===== src/rtl/core/vrp_pkg.sv =====
`default_nettype none
package vrp_pkg;

   localparam int VERTEX_COUNT = 8;
   localparam int EMIT_COUNT   = 8;
   localparam int IDX_W        = $clog2(VERTEX_COUNT);
   localparam int COORD_W      = 16;
   localparam int PIX_W        = 12;
   localparam int SCR_W        = 20;
   localparam int PROD_W       = 33;
   localparam int ACC_W        = 34;
   localparam int QUOT_W       = 21;
   localparam int DVND_W       = 34;
   localparam int DVSR_W       = 17;
   localparam int REQ_TDATA_W  = 56;
   localparam int RSP_TDATA_W  = 48;
   localparam int CSR_ADDR_W   = 3;
   localparam int CSR_DATA_W   = 16;

   localparam logic OP_LOAD  = 1'b0;
   localparam logic OP_FRAME = 1'b1;

   typedef enum logic [CSR_ADDR_W-1:0] {
      REG_COS_X    = 3'd0,
      REG_SIN_X    = 3'd1,
      REG_COS_Y    = 3'd2,
      REG_SIN_Y    = 3'd3,
      REG_SCALE    = 3'd4,
      REG_CENTER_X = 3'd5,
      REG_CENTER_Y = 3'd6
   } csr_index_type;

   typedef struct packed {
      logic signed [COORD_W-1:0] z;
      logic signed [COORD_W-1:0] y;
      logic signed [COORD_W-1:0] x;
   } vertex_type;

   // Cube corner at +-1.0 (Q4.12) for a slot that was never loaded
   function automatic vertex_type reset_vertex(input logic [IDX_W-1:0] idx);
      logic [2:0] c;
      vertex_type v;
      c   = 3'(idx);
      v.x = (c == 3'd1 || c == 3'd2 || c == 3'd5 || c == 3'd6) ? 16'sd4096 : -16'sd4096;
      v.y = (c == 3'd2 || c == 3'd3 || c == 3'd6 || c == 3'd7) ? 16'sd4096 : -16'sd4096;
      v.z = c[2] ? 16'sd4096 : -16'sd4096;
      return v;
   endfunction

   // Round Q.26 to Q.12 (ties up), saturate to 16 bits
   function automatic logic signed [COORD_W-1:0] round_sat14(input logic signed [ACC_W-1:0] v);
      logic signed [ACC_W:0]  t;
      logic signed [ACC_W-14:0] q;
      t = {v[ACC_W-1], v} + 35'sd8192;
      q = t[ACC_W:14];
      if (q > 21'sd32767) begin
         return 16'sh7fff;
      end else if (q < -21'sd32768) begin
         return 16'sh8000;
      end
      return q[COORD_W-1:0];
   endfunction

   // Signed quotient plus center in Q16.4, saturated to 20 bits
   function automatic logic signed [SCR_W-1:0] project_sat(input logic neg,
                                                           input logic [QUOT_W-1:0] q,
                                                           input logic [PIX_W-1:0] center);
      logic signed [QUOT_W+1:0] r;
      r = neg ? -$signed({2'b00, q}) : $signed({2'b00, q});
      r = r + $signed({7'd0, center, 4'd0});
      if (r > 23'sd524287) begin
         return 20'sh7ffff;
      end else if (r < -23'sd524288) begin
         return 20'sh80000;
      end
      return r[SCR_W-1:0];
   endfunction

endpackage
`default_nettype wire


===== src/rtl/core/vrp_divider.sv =====
`default_nettype none
// Restoring divider, one quotient bit per cycle. The dividend must be
// below divisor * 2**QUOT_W so the quotient fits.
module vrp_divider (
   input  logic                        clock,
   input  logic                        reset,
   input  logic                        start,
   input  logic [vrp_pkg::DVND_W-1:0]  dividend,
   input  logic [vrp_pkg::DVSR_W-1:0]  divisor,
   output logic                        done,
   output logic [vrp_pkg::QUOT_W-1:0]  quotient
);
   import vrp_pkg::*;

   logic [DVSR_W-1:0]  rem_ff, rem_in;
   logic [QUOT_W-1:0]  quo_ff, quo_in;
   logic [DVSR_W-1:0]  dvsr_ff;
   logic [4:0]         cnt_ff, cnt_in;
   logic               busy_ff, busy_in;
   logic               done_ff, done_in;
   logic [DVSR_W:0]    trial;

   // One shift-subtract step
   always_comb begin
      rem_in  = rem_ff;
      quo_in  = quo_ff;
      cnt_in  = cnt_ff;
      busy_in = busy_ff;
      done_in = 1'b0;
      trial   = {rem_ff, quo_ff[QUOT_W-1]};
      if (start) begin
         rem_in  = DVSR_W'(dividend[DVND_W-1:QUOT_W]);
         quo_in  = dividend[QUOT_W-1:0];
         cnt_in  = '0;
         busy_in = 1'b1;
      end else if (busy_ff) begin
         if (trial >= {1'b0, dvsr_ff}) begin
            rem_in = DVSR_W'(trial - {1'b0, dvsr_ff});
            quo_in = {quo_ff[QUOT_W-2:0], 1'b1};
         end else begin
            rem_in = trial[DVSR_W-1:0];
            quo_in = {quo_ff[QUOT_W-2:0], 1'b0};
         end
         cnt_in = cnt_ff + 5'd1;
         if (cnt_ff == 5'(QUOT_W - 1)) begin
            busy_in = 1'b0;
            done_in = 1'b1;
         end
      end
   end

   always_ff @(posedge clock) begin
      if (reset) begin
         busy_ff <= 1'b0;
         done_ff <= 1'b0;
         cnt_ff  <= '0;
      end else begin
         busy_ff <= busy_in;
         done_ff <= done_in;
         cnt_ff  <= cnt_in;
      end
   end

   always_ff @(posedge clock) begin
      rem_ff <= rem_in;
      quo_ff <= quo_in;
      if (start) begin
         dvsr_ff <= divisor;
      end
   end

   assign done     = done_ff;
   assign quotient = quo_ff;

endmodule
`default_nettype wire


===== src/rtl/core/vertex_rotate_project.sv =====
// Load beat: taken in idle; no response beat.
// Frame beat: for each vertex in turn, a store read, 12 multiply/accumulate steps on one
// shared 16x17 multiplier, the two bit-serial dividers and a handoff to the response
// register, which waits while a beat is held unaccepted; no request is taken until the frame ends.
// Synchronous active-high reset restores the configuration defaults and marks all
// store slots unwritten, so they read as the cube corners; no clearing pass.
`default_nettype none
module vertex_rotate_project (
   input  logic                             clock,
   input  logic                             reset,
   input  logic                             req_tvalid,
   output logic                             req_tready,
   // [2:0] vertex_index, [18:3] pos_x, [34:19] pos_y, [50:35] pos_z, rest zero
   input  logic [vrp_pkg::REQ_TDATA_W-1:0]  req_tdata,
   // [0] opcode
   input  logic                             req_tuser,
   output logic                             rsp_tvalid,
   input  logic                             rsp_tready,
   // [2:0] out_index, [22:3] screen_x, [42:23] screen_y, rest zero
   output logic [vrp_pkg::RSP_TDATA_W-1:0]  rsp_tdata,
   // [0] clipped
   output logic                             rsp_tuser,
   output logic                             rsp_tlast,
   input  logic                             csr_we,
   input  logic [vrp_pkg::CSR_ADDR_W-1:0]   csr_addr,
   input  logic [vrp_pkg::CSR_DATA_W-1:0]   csr_wdata
);
   import vrp_pkg::*;

   typedef enum logic [4:0] {
      ST_IDLE = 5'b00001,
      ST_READ = 5'b00010,
      ST_MUL  = 5'b00100,
      ST_DIV  = 5'b01000,
      ST_EMIT = 5'b10000
   } state_type;

   localparam logic [3:0] STEP_END = 4'd11;

   // Configuration registers
   logic signed [15:0] cos_x_ff, sin_x_ff, cos_y_ff, sin_y_ff;
   logic [PIX_W-1:0]   scale_ff, center_x_ff, center_y_ff;

   always_ff @(posedge clock) begin
      if (reset) begin
         cos_x_ff    <= 16'sd16383;
         sin_x_ff    <= 16'sd164;
         cos_y_ff    <= 16'sd16381;
         sin_y_ff    <= 16'sd328;
         scale_ff    <= 12'd200;
         center_x_ff <= 12'd480;
         center_y_ff <= 12'd270;
      end else if (csr_we) begin
         unique case (csr_addr)
            REG_COS_X:    cos_x_ff    <= csr_wdata;
            REG_SIN_X:    sin_x_ff    <= csr_wdata;
            REG_COS_Y:    cos_y_ff    <= csr_wdata;
            REG_SIN_Y:    sin_y_ff    <= csr_wdata;
            REG_SCALE:    scale_ff    <= csr_wdata[PIX_W-1:0];
            REG_CENTER_X: center_x_ff <= csr_wdata[PIX_W-1:0];
            REG_CENTER_Y: center_y_ff <= csr_wdata[PIX_W-1:0];
            default: ;
         endcase
      end
   end

   // Request fields
   logic [IDX_W-1:0]   req_index;
   vertex_type         req_vertex;
   logic               req_beat;

   assign req_index    = req_tdata[IDX_W-1:0];
   assign req_vertex.x = req_tdata[18:3];
   assign req_vertex.y = req_tdata[34:19];
   assign req_vertex.z = req_tdata[50:35];
   assign req_beat     = req_tvalid && req_tready;

   // Sequencer registers
   state_type               state_ff, state_in;
   logic [IDX_W-1:0]        vidx_ff, vidx_in;
   logic [3:0]              step_ff, step_in;

   // Vertex store
   vertex_type              mem [VERTEX_COUNT];
   vertex_type              rd_data_ff;
   logic                    rd_valid_ff;
   logic [VERTEX_COUNT-1:0] valid_ff;
   logic                    mem_we, mem_re;
   logic [IDX_W-1:0]        mem_waddr;
   vertex_type              mem_wdata;
   vertex_type              vtx;

   always_ff @(posedge clock) begin
      if (mem_we) begin
         mem[mem_waddr] <= mem_wdata;
      end
      if (mem_re) begin
         rd_data_ff <= mem[vidx_ff];
      end
   end

   always_ff @(posedge clock) begin
      if (reset) begin
         valid_ff    <= '0;
         rd_valid_ff <= 1'b0;
      end else begin
         if (mem_we) begin
            valid_ff[mem_waddr] <= 1'b1;
         end
         if (mem_re) begin
            rd_valid_ff <= valid_ff[vidx_ff];
         end
      end
   end

   // Unwritten slots read as their cube corner
   assign vtx = rd_valid_ff ? rd_data_ff : reset_vertex(vidx_ff);

   // Shared multiplier and accumulator
   logic signed [COORD_W-1:0] mul_a;
   logic signed [COORD_W:0]   mul_b;
   logic signed [PROD_W-1:0]  prod_ff;
   logic signed [ACC_W-1:0]   acc_ff;
   logic signed [COORD_W-1:0] z1_ff, y1_ff, x2_ff, z2_ff;
   logic signed [PROD_W-1:0]  num_x_ff, num_y_ff;
   logic signed [ACC_W-1:0]   prod_ext;

   always_comb begin
      case (step_ff)
         4'd0:    begin mul_a = vtx.y; mul_b = {sin_x_ff[15], sin_x_ff}; end
         4'd1:    begin mul_a = vtx.z; mul_b = {cos_x_ff[15], cos_x_ff}; end
         4'd2:    begin mul_a = vtx.y; mul_b = {cos_x_ff[15], cos_x_ff}; end
         4'd3:    begin mul_a = vtx.z; mul_b = {sin_x_ff[15], sin_x_ff}; end
         4'd4:    begin mul_a = vtx.x; mul_b = {cos_y_ff[15], cos_y_ff}; end
         4'd5:    begin mul_a = z1_ff; mul_b = {sin_y_ff[15], sin_y_ff}; end
         4'd6:    begin mul_a = z1_ff; mul_b = {cos_y_ff[15], cos_y_ff}; end
         4'd7:    begin mul_a = vtx.x; mul_b = {sin_y_ff[15], sin_y_ff}; end
         4'd8:    begin mul_a = x2_ff; mul_b = $signed({5'd0, scale_ff}); end
         4'd9:    begin mul_a = y1_ff; mul_b = $signed({5'd0, scale_ff}); end
         default: begin mul_a = '0;    mul_b = '0; end
      endcase
   end

   assign prod_ext = {prod_ff[PROD_W-1], prod_ff};

   // Operands feed prod_ff, prod_ff feeds acc_ff, and acc_ff is rounded into z1, y1, x2, z2
   always_ff @(posedge clock) begin
      prod_ff <= mul_a * mul_b;
      if (state_ff == ST_MUL) begin
         case (step_ff)
            4'd1, 4'd3, 4'd5, 4'd7: acc_ff <= prod_ext;
            4'd2, 4'd6:             acc_ff <= acc_ff + prod_ext;
            4'd4, 4'd8:             acc_ff <= acc_ff - prod_ext;
            default: ;
         endcase
         case (step_ff)
            4'd3:    z1_ff <= round_sat14(acc_ff);
            4'd5:    y1_ff <= round_sat14(acc_ff);
            4'd7:    x2_ff <= round_sat14(acc_ff);
            4'd9:    begin
               z2_ff    <= round_sat14(acc_ff);
               num_x_ff <= prod_ff;
            end
            4'd10:   num_y_ff <= prod_ff;
            default: ;
         endcase
      end
   end

   // Depth and divider operands
   logic signed [17:0]  depth;
   logic                clip_now;
   logic [DVSR_W-1:0]   divisor;
   logic [PROD_W-1:0]   mag_x, mag_y;
   logic [DVND_W-1:0]   dvnd_x, dvnd_y;
   logic                div_start;
   logic                div_done_x, div_done_y;
   logic [QUOT_W-1:0]   quo_x, quo_y;
   logic                neg_x_ff, neg_y_ff, clip_ff;

   assign depth    = 18'sd40960 + {{2{z2_ff[15]}}, z2_ff};
   assign clip_now = depth[17] || (depth == 18'sd0);
   assign divisor  = depth[DVSR_W-1:0];
   assign mag_x    = num_x_ff[PROD_W-1] ? PROD_W'(-num_x_ff) : PROD_W'(num_x_ff);
   assign mag_y    = num_y_ff[PROD_W-1] ? PROD_W'(-num_y_ff) : PROD_W'(num_y_ff);
   // |v*scale| < 2**27; add half the divisor for rounding
   assign dvnd_x   = DVND_W'({mag_x[27:0], 6'd0}) + DVND_W'(divisor[DVSR_W-1:1]);
   assign dvnd_y   = DVND_W'({mag_y[27:0], 6'd0}) + DVND_W'(divisor[DVSR_W-1:1]);
   assign div_start = (state_ff == ST_MUL) && (step_ff == STEP_END);

   always_ff @(posedge clock) begin
      if (div_start) begin
         neg_x_ff <= num_x_ff[PROD_W-1];
         neg_y_ff <= num_y_ff[PROD_W-1];
         clip_ff  <= clip_now;
      end
   end

   vrp_divider u_div_x (
      .clock    (clock),
      .reset    (reset),
      .start    (div_start),
      .dividend (dvnd_x),
      .divisor  (divisor),
      .done     (div_done_x),
      .quotient (quo_x)
   );

   vrp_divider u_div_y (
      .clock    (clock),
      .reset    (reset),
      .start    (div_start),
      .dividend (dvnd_y),
      .divisor  (divisor),
      .done     (div_done_y),
      .quotient (quo_y)
   );

   // Response register
   logic                     rsp_valid_ff;
   logic [IDX_W-1:0]         rsp_index_ff;
   logic signed [SCR_W-1:0]  rsp_sx_ff, rsp_sy_ff;
   logic                     rsp_clip_ff, rsp_last_ff;
   logic                     out_free, emit_slot, emit_go, rsp_load;
   logic signed [SCR_W-1:0]  scr_x, scr_y;

   assign out_free  = !rsp_valid_ff || rsp_tready;
   assign emit_slot = int'(vidx_ff) < EMIT_COUNT;
   assign emit_go   = (state_ff == ST_EMIT) && (!emit_slot || out_free);
   assign rsp_load  = emit_go && emit_slot;
   assign scr_x = clip_ff ? $signed({4'd0, center_x_ff, 4'd0})
                          : project_sat(neg_x_ff, quo_x, center_x_ff);
   assign scr_y = clip_ff ? $signed({4'd0, center_y_ff, 4'd0})
                          : project_sat(neg_y_ff, quo_y, center_y_ff);

   always_ff @(posedge clock) begin
      if (reset) begin
         rsp_valid_ff <= 1'b0;
      end else if (rsp_load) begin
         rsp_valid_ff <= 1'b1;
      end else if (rsp_tready) begin
         rsp_valid_ff <= 1'b0;
      end
   end

   always_ff @(posedge clock) begin
      if (rsp_load) begin
         rsp_index_ff <= vidx_ff;
         rsp_sx_ff    <= scr_x;
         rsp_sy_ff    <= scr_y;
         rsp_clip_ff  <= clip_ff;
         rsp_last_ff  <= int'(vidx_ff) == EMIT_COUNT - 1;
      end
   end

   assign rsp_tvalid = rsp_valid_ff;
   assign rsp_tdata  = RSP_TDATA_W'({rsp_sy_ff, rsp_sx_ff, rsp_index_ff});
   assign rsp_tuser  = rsp_clip_ff;
   assign rsp_tlast  = rsp_last_ff;
   assign req_tready = (state_ff == ST_IDLE);

   // Store write port: loads in idle, write-back of the rotated vertex
   always_comb begin
      mem_we    = 1'b0;
      mem_waddr = vidx_ff;
      mem_wdata = '{z: z2_ff, y: y1_ff, x: x2_ff};
      if (req_beat && req_tuser == OP_LOAD && int'(req_index) < VERTEX_COUNT) begin
         mem_we    = 1'b1;
         mem_waddr = req_index;
         mem_wdata = req_vertex;
      end else if (div_start) begin
         mem_we = 1'b1;
      end
   end

   assign mem_re = (state_ff == ST_READ);

   // Sequencer
   always_comb begin
      state_in = state_ff;
      vidx_in  = vidx_ff;
      step_in  = step_ff;
      unique case (state_ff)
         ST_IDLE: begin
            if (req_beat && req_tuser == OP_FRAME) begin
               vidx_in  = '0;
               state_in = ST_READ;
            end
         end
         ST_READ: begin
            step_in  = '0;
            state_in = ST_MUL;
         end
         ST_MUL: begin
            step_in = step_ff + 4'd1;
            if (step_ff == STEP_END) begin
               state_in = ST_DIV;
            end
         end
         ST_DIV: begin
            if (div_done_x && div_done_y) begin
               state_in = ST_EMIT;
            end
         end
         ST_EMIT: begin
            if (emit_go) begin
               if (int'(vidx_ff) == VERTEX_COUNT - 1) begin
                  state_in = ST_IDLE;
               end else begin
                  vidx_in  = vidx_ff + IDX_W'(1);
                  state_in = ST_READ;
               end
            end
         end
         default: state_in = ST_IDLE;
      endcase
   end

   always_ff @(posedge clock) begin
      if (reset) begin
         state_ff <= ST_IDLE;
         vidx_ff  <= '0;
         step_ff  <= '0;
      end else begin
         state_ff <= state_in;
         vidx_ff  <= vidx_in;
         step_ff  <= step_in;
      end
   end

endmodule
`default_nettype wire


===== config.mk =====
export PLATFORM = sky130hd
export DESIGN_NAME = vertex_rotate_project
export DESIGN_NICKNAME = d
export VERILOG_FILES = /design/src/rtl/core/vrp_pkg.sv /design/src/rtl/core/vrp_divider.sv /design/src/rtl/core/vertex_rotate_project.sv
export SDC_FILE = /design/constraint.sdc
export NUM_CORES = 2
export LEC_CHECK = 0
export BUFFER_PORTS_ARGS = -buffer_cell sky130_fd_sc_hd__buf_2
export CAP_MARGIN = 20
export CORE_MARGIN = 5
export CORE_UTILIZATION = 60
export CTS_CLUSTER_SIZE = 14
export DETAILED_ROUTE_END_ITERATION = 8
export PLACE_DENSITY = 0.77
export SLEW_MARGIN = 20
export SYNTH_ARGS = -nofsm -noshare
export SYNTH_HDL_FRONTEND = slang
export SYNTH_SLANG_ARGS = --single-unit
export TNS_END_PERCENT = 1

===== constraint.sdc =====
create_clock -name clock -period 19.6 [get_ports clock]
set_clock_uncertainty 0.2 [all_clocks]
set_input_delay 0.98 -clock clock [delete_from_list [all_inputs] [get_ports clock]]
set_output_delay 0.98 -clock clock [all_outputs]
set_load 0.005 [all_outputs]

==> run_results.csv <==
group,metric,value,unit
run_status,status,"completed",
worst_hold_path,min_from,"sin_y_ff[0]$_SDFFE_PP0P_",
synth,synth_cells,4792,
drt,wl_per_cell,22.3,um
synth,synth-edff-count,721,
synth,synth_area_leaders,"edfxtp_1 (40%), fa_1 (10%), dfxtp_1 (6.6%)",
cells_and_area,area_growth,9.67,%
sta,whs,0.257,ns
clock_tree,cts_buffers,92,
synth,yosysMostFrequentCell,"nand2_1",
sta,tightest_slew,1.16,ns
sta,layout_min_cycle_time,9.67,ns
placed_design,pre_cts_slack,10.06,ns
floorplanning,initial_core_util,0.605,
sta,drv_slew,0,
pwr,finalPower,5.61,mW
grt,grt_max_degree,99,
floorplanning,design.core.area,88400,sq um
drt,ant_nets,0,
synth,syn-cell-area,53500,sq um
drt,route.met2.wl,64600,um
clock_tree,cts_root_buf,"clkbuf_16",
critical_path,slowest_stage,"dfxtp_4",
clock_tree,cts_tree,"done",
critical_path,cp-startpoint,"vidx_ff[0]$_SDFFE_PP0P_",
critical_path,critical_path.max_fanout,34,
floorplanning,ioPinCount,133,
critical_path,crit_required,19.96,ns
clock_tree,post_cts_resized,0,
run,drv_cap,0,
cells_and_area,nFillCells,6417,
synth,ys_ff_latch,898,
drt,vias,37758,
sta,relSlewSlack,0.219,
synth,ys_warn_count,0,
grt,grt_pass1_vias,37031,
sta,fin_crit_sh,0.494,
critical_path,critPathKind,"flip-flop to flip-flop",
critical_path,startpoint_type,"flip-flop",
critical_path,cp_common_cell,"fa_1",
sta,fin_ws,9.93,ns
drt,drt_first_pass_iters,6,
pwr,ir_drop,0.0000855,V
drt,drc,0,
synth,synth_ff_type,"edfxtp_1",
cells_and_area,layout-drive-gt1-share,0.111,
pwr,powerDensity,95.6,nW/um^2
critical_path,endpoint_kind,"flip-flop",
clock_tree,clk_pin_slew_worst_paths,0.06,ns
placed_design,place_hpwl,93900,um
sta,fmax,0.103,GHz
grt,antenna_found_initial,2,
drt,met1_length,53200,um
clock_tree,clock-sinks,898,
synth,synthArstFlopShare,0,
pwr,p_leak,22.3,nW
floorplanning,num_rows,109,
grt,track_usage,0.284,
drt,drt_iter0_markers,4358,
clock_tree,cts_hold_buf,0,
placed_design,place.gp.congestion,0.925,
floorplanning,die_w,309,um
cells_and_area,finish.net_count,5458,
placed_design,numPortBuffers,122,
grt,grt_pass1_wl,211000,um
clock_tree,post_cts_buffers,0,
critical_path,rr_startpoint,"vidx_ff[0]$_SDFFE_PP0P_",
floorplanning,dieArea,95200,sq um
synth,syn_avg_cell_area,11.2,sq um
synth,ys_seq_area_frac,0.471,
critical_path,worst-endpoint-arrival,10.03,ns
sta,setup_viol,0,
sta,rsz0062_at_grt,"false",
drt,top_layer,"met5",
synth,netlist.area_leader.share,0.405,
synth,synth_commonest_cells,"nand2_1 (725), edfxtp_1 (721), inv_1 (386)",
clock_tree,cts_max_level,3,
clock_tree,insertion_delay,0.69,ns
drt,avgViaCountPerCell,6.16,
drt,dr_wl_met3,13400,um
critical_path,slowest_delay,0.76,ns
synth,yosys.area.top_type,"edfxtp_1",
sta,hold_viol,0,
grt,grt-ovfl-total,0,
sta,tns,0,ns
drt,wl,137000,um
synth,synthDistinctLibCells,91,
worst_hold_path,hold_class,"flip-flop to flip-flop",
clock_tree,clockBufferDepth,3,
floorplanning,die_y,309,um
==> worst max-delay path, delay by kind of cell (launching register included) <==
family	cells	cell delay, ns
fa+ha+maj	8	3.73
compound gates	11	2.05
buf+inv	7	1.49
simple gates	5	1.29
flops	1	0.76
==> placed cells by master, fill, tap and decap left out, types with 49 or more instances in the layout <==
cell / instances
ha_1: 213
nand3b_1: 50
xor2_1: 114
a21oi_1: 247
nand3_1: 49
nand2_1: 725
nor3_1: 53
fa_1: 275
a21o_1: 68
dfxtp_1: 174
clkbuf_16: 93
inv_1: 385
mux2_2: 55
xnor2_1: 183
o21ai_0: 208
mux4_2: 98
buf_2: 121
edfxtp_1: 721
buf_4: 67
nor2_1: 328
==> flip-flops by register name (all words and copies together) (netlist names), 17 cells and up <==
register / flops
u_div_x.quotient: 21
prod_ff: 33
u_div_x.rem_ff: 17
acc_ff: 34
u_div_y.rem_ff: 17
num_y_ff: 29
mem: 384
num_x_ff: 29
rsp_sy_ff: 20
u_div_y.quotient: 21
rd_data_ff: 48
u_div_y.dvsr_ff: 17
rsp_sx_ff: 20
==> path summary, 6_finish.rpt <==
| kind | end | slack, ns | cells past startpoint |
|---|---|---|---|
| max | prod_ff[31]$_DFF_P_ | 9.93 | 31 |
| min | sin_y_ff[0]$_SDFFE_PP0P_ | 0.26 | 2 |
| max reg2reg | prod_ff[31]$_DFF_P_ | 9.93 | 31 |
| min reg2reg | sin_y_ff[0]$_SDFFE_PP0P_ | 0.26 | 2 |
==> through the flow <==
step            util  instances  area [sq um]
2_1_floorplan      -       4796         53500
3_3_place_gp   0.628       5960         55500
3_5_place_dp   0.628       5960         55500
4_1_cts        0.664       6133         58700
5_1_grt        0.664       6133         58700
6_report       0.664       6134         58700
==> routing by layer <==
| metal | up-vias | GRT usage |
|---|---|---|
| met2 | 1774 | 0.459 |
| met3 | 286 | 0.0559 |
| met4 | 4 | 0.100 |
| met1 | 18602 | 0.389 |
| li1 | 17092 | - |
| met5 | - | 0 |
==> report_power, final <==
| group | internal (mW) | switching [mW] |
|---|---|---|
| registers | 2.17 | 0.0716 |
| logic | 0.635 | 0.909 |
| clock network | 1.04 | 0.778 |
==> area by class of cell <==
cell class	count	area (sq um)	share of cell area
well taps	1165	1460	0.0248
inverters	389	1460	0.0249
clock buffers	127	2510	0.0429
multi-input cells	3320	26300	0.448
repair buffers	188	1110	0.0189
diodes	1	2.50	0.0000427
flip-flops and latches	898	25200	0.430
clock inverters	46	648	0.0110
==> cell families (layout without fill, tap and decap cells) <==
family,after synthesis,in the layout,share of synthesized area
buffers and inverters,578,750,0.0412
xor gates and xnor gates,298,298,0.0489
muxes,172,172,0.0564
other,1,6,0.0000701
DFF,898,898,0.471
AOI/OAI and AO/OA,849,849,0.101
adders and majority gates,488,488,0.153
and+or+nand+nor,1508,1508,0.128
(Power assumes the default switching activity.)
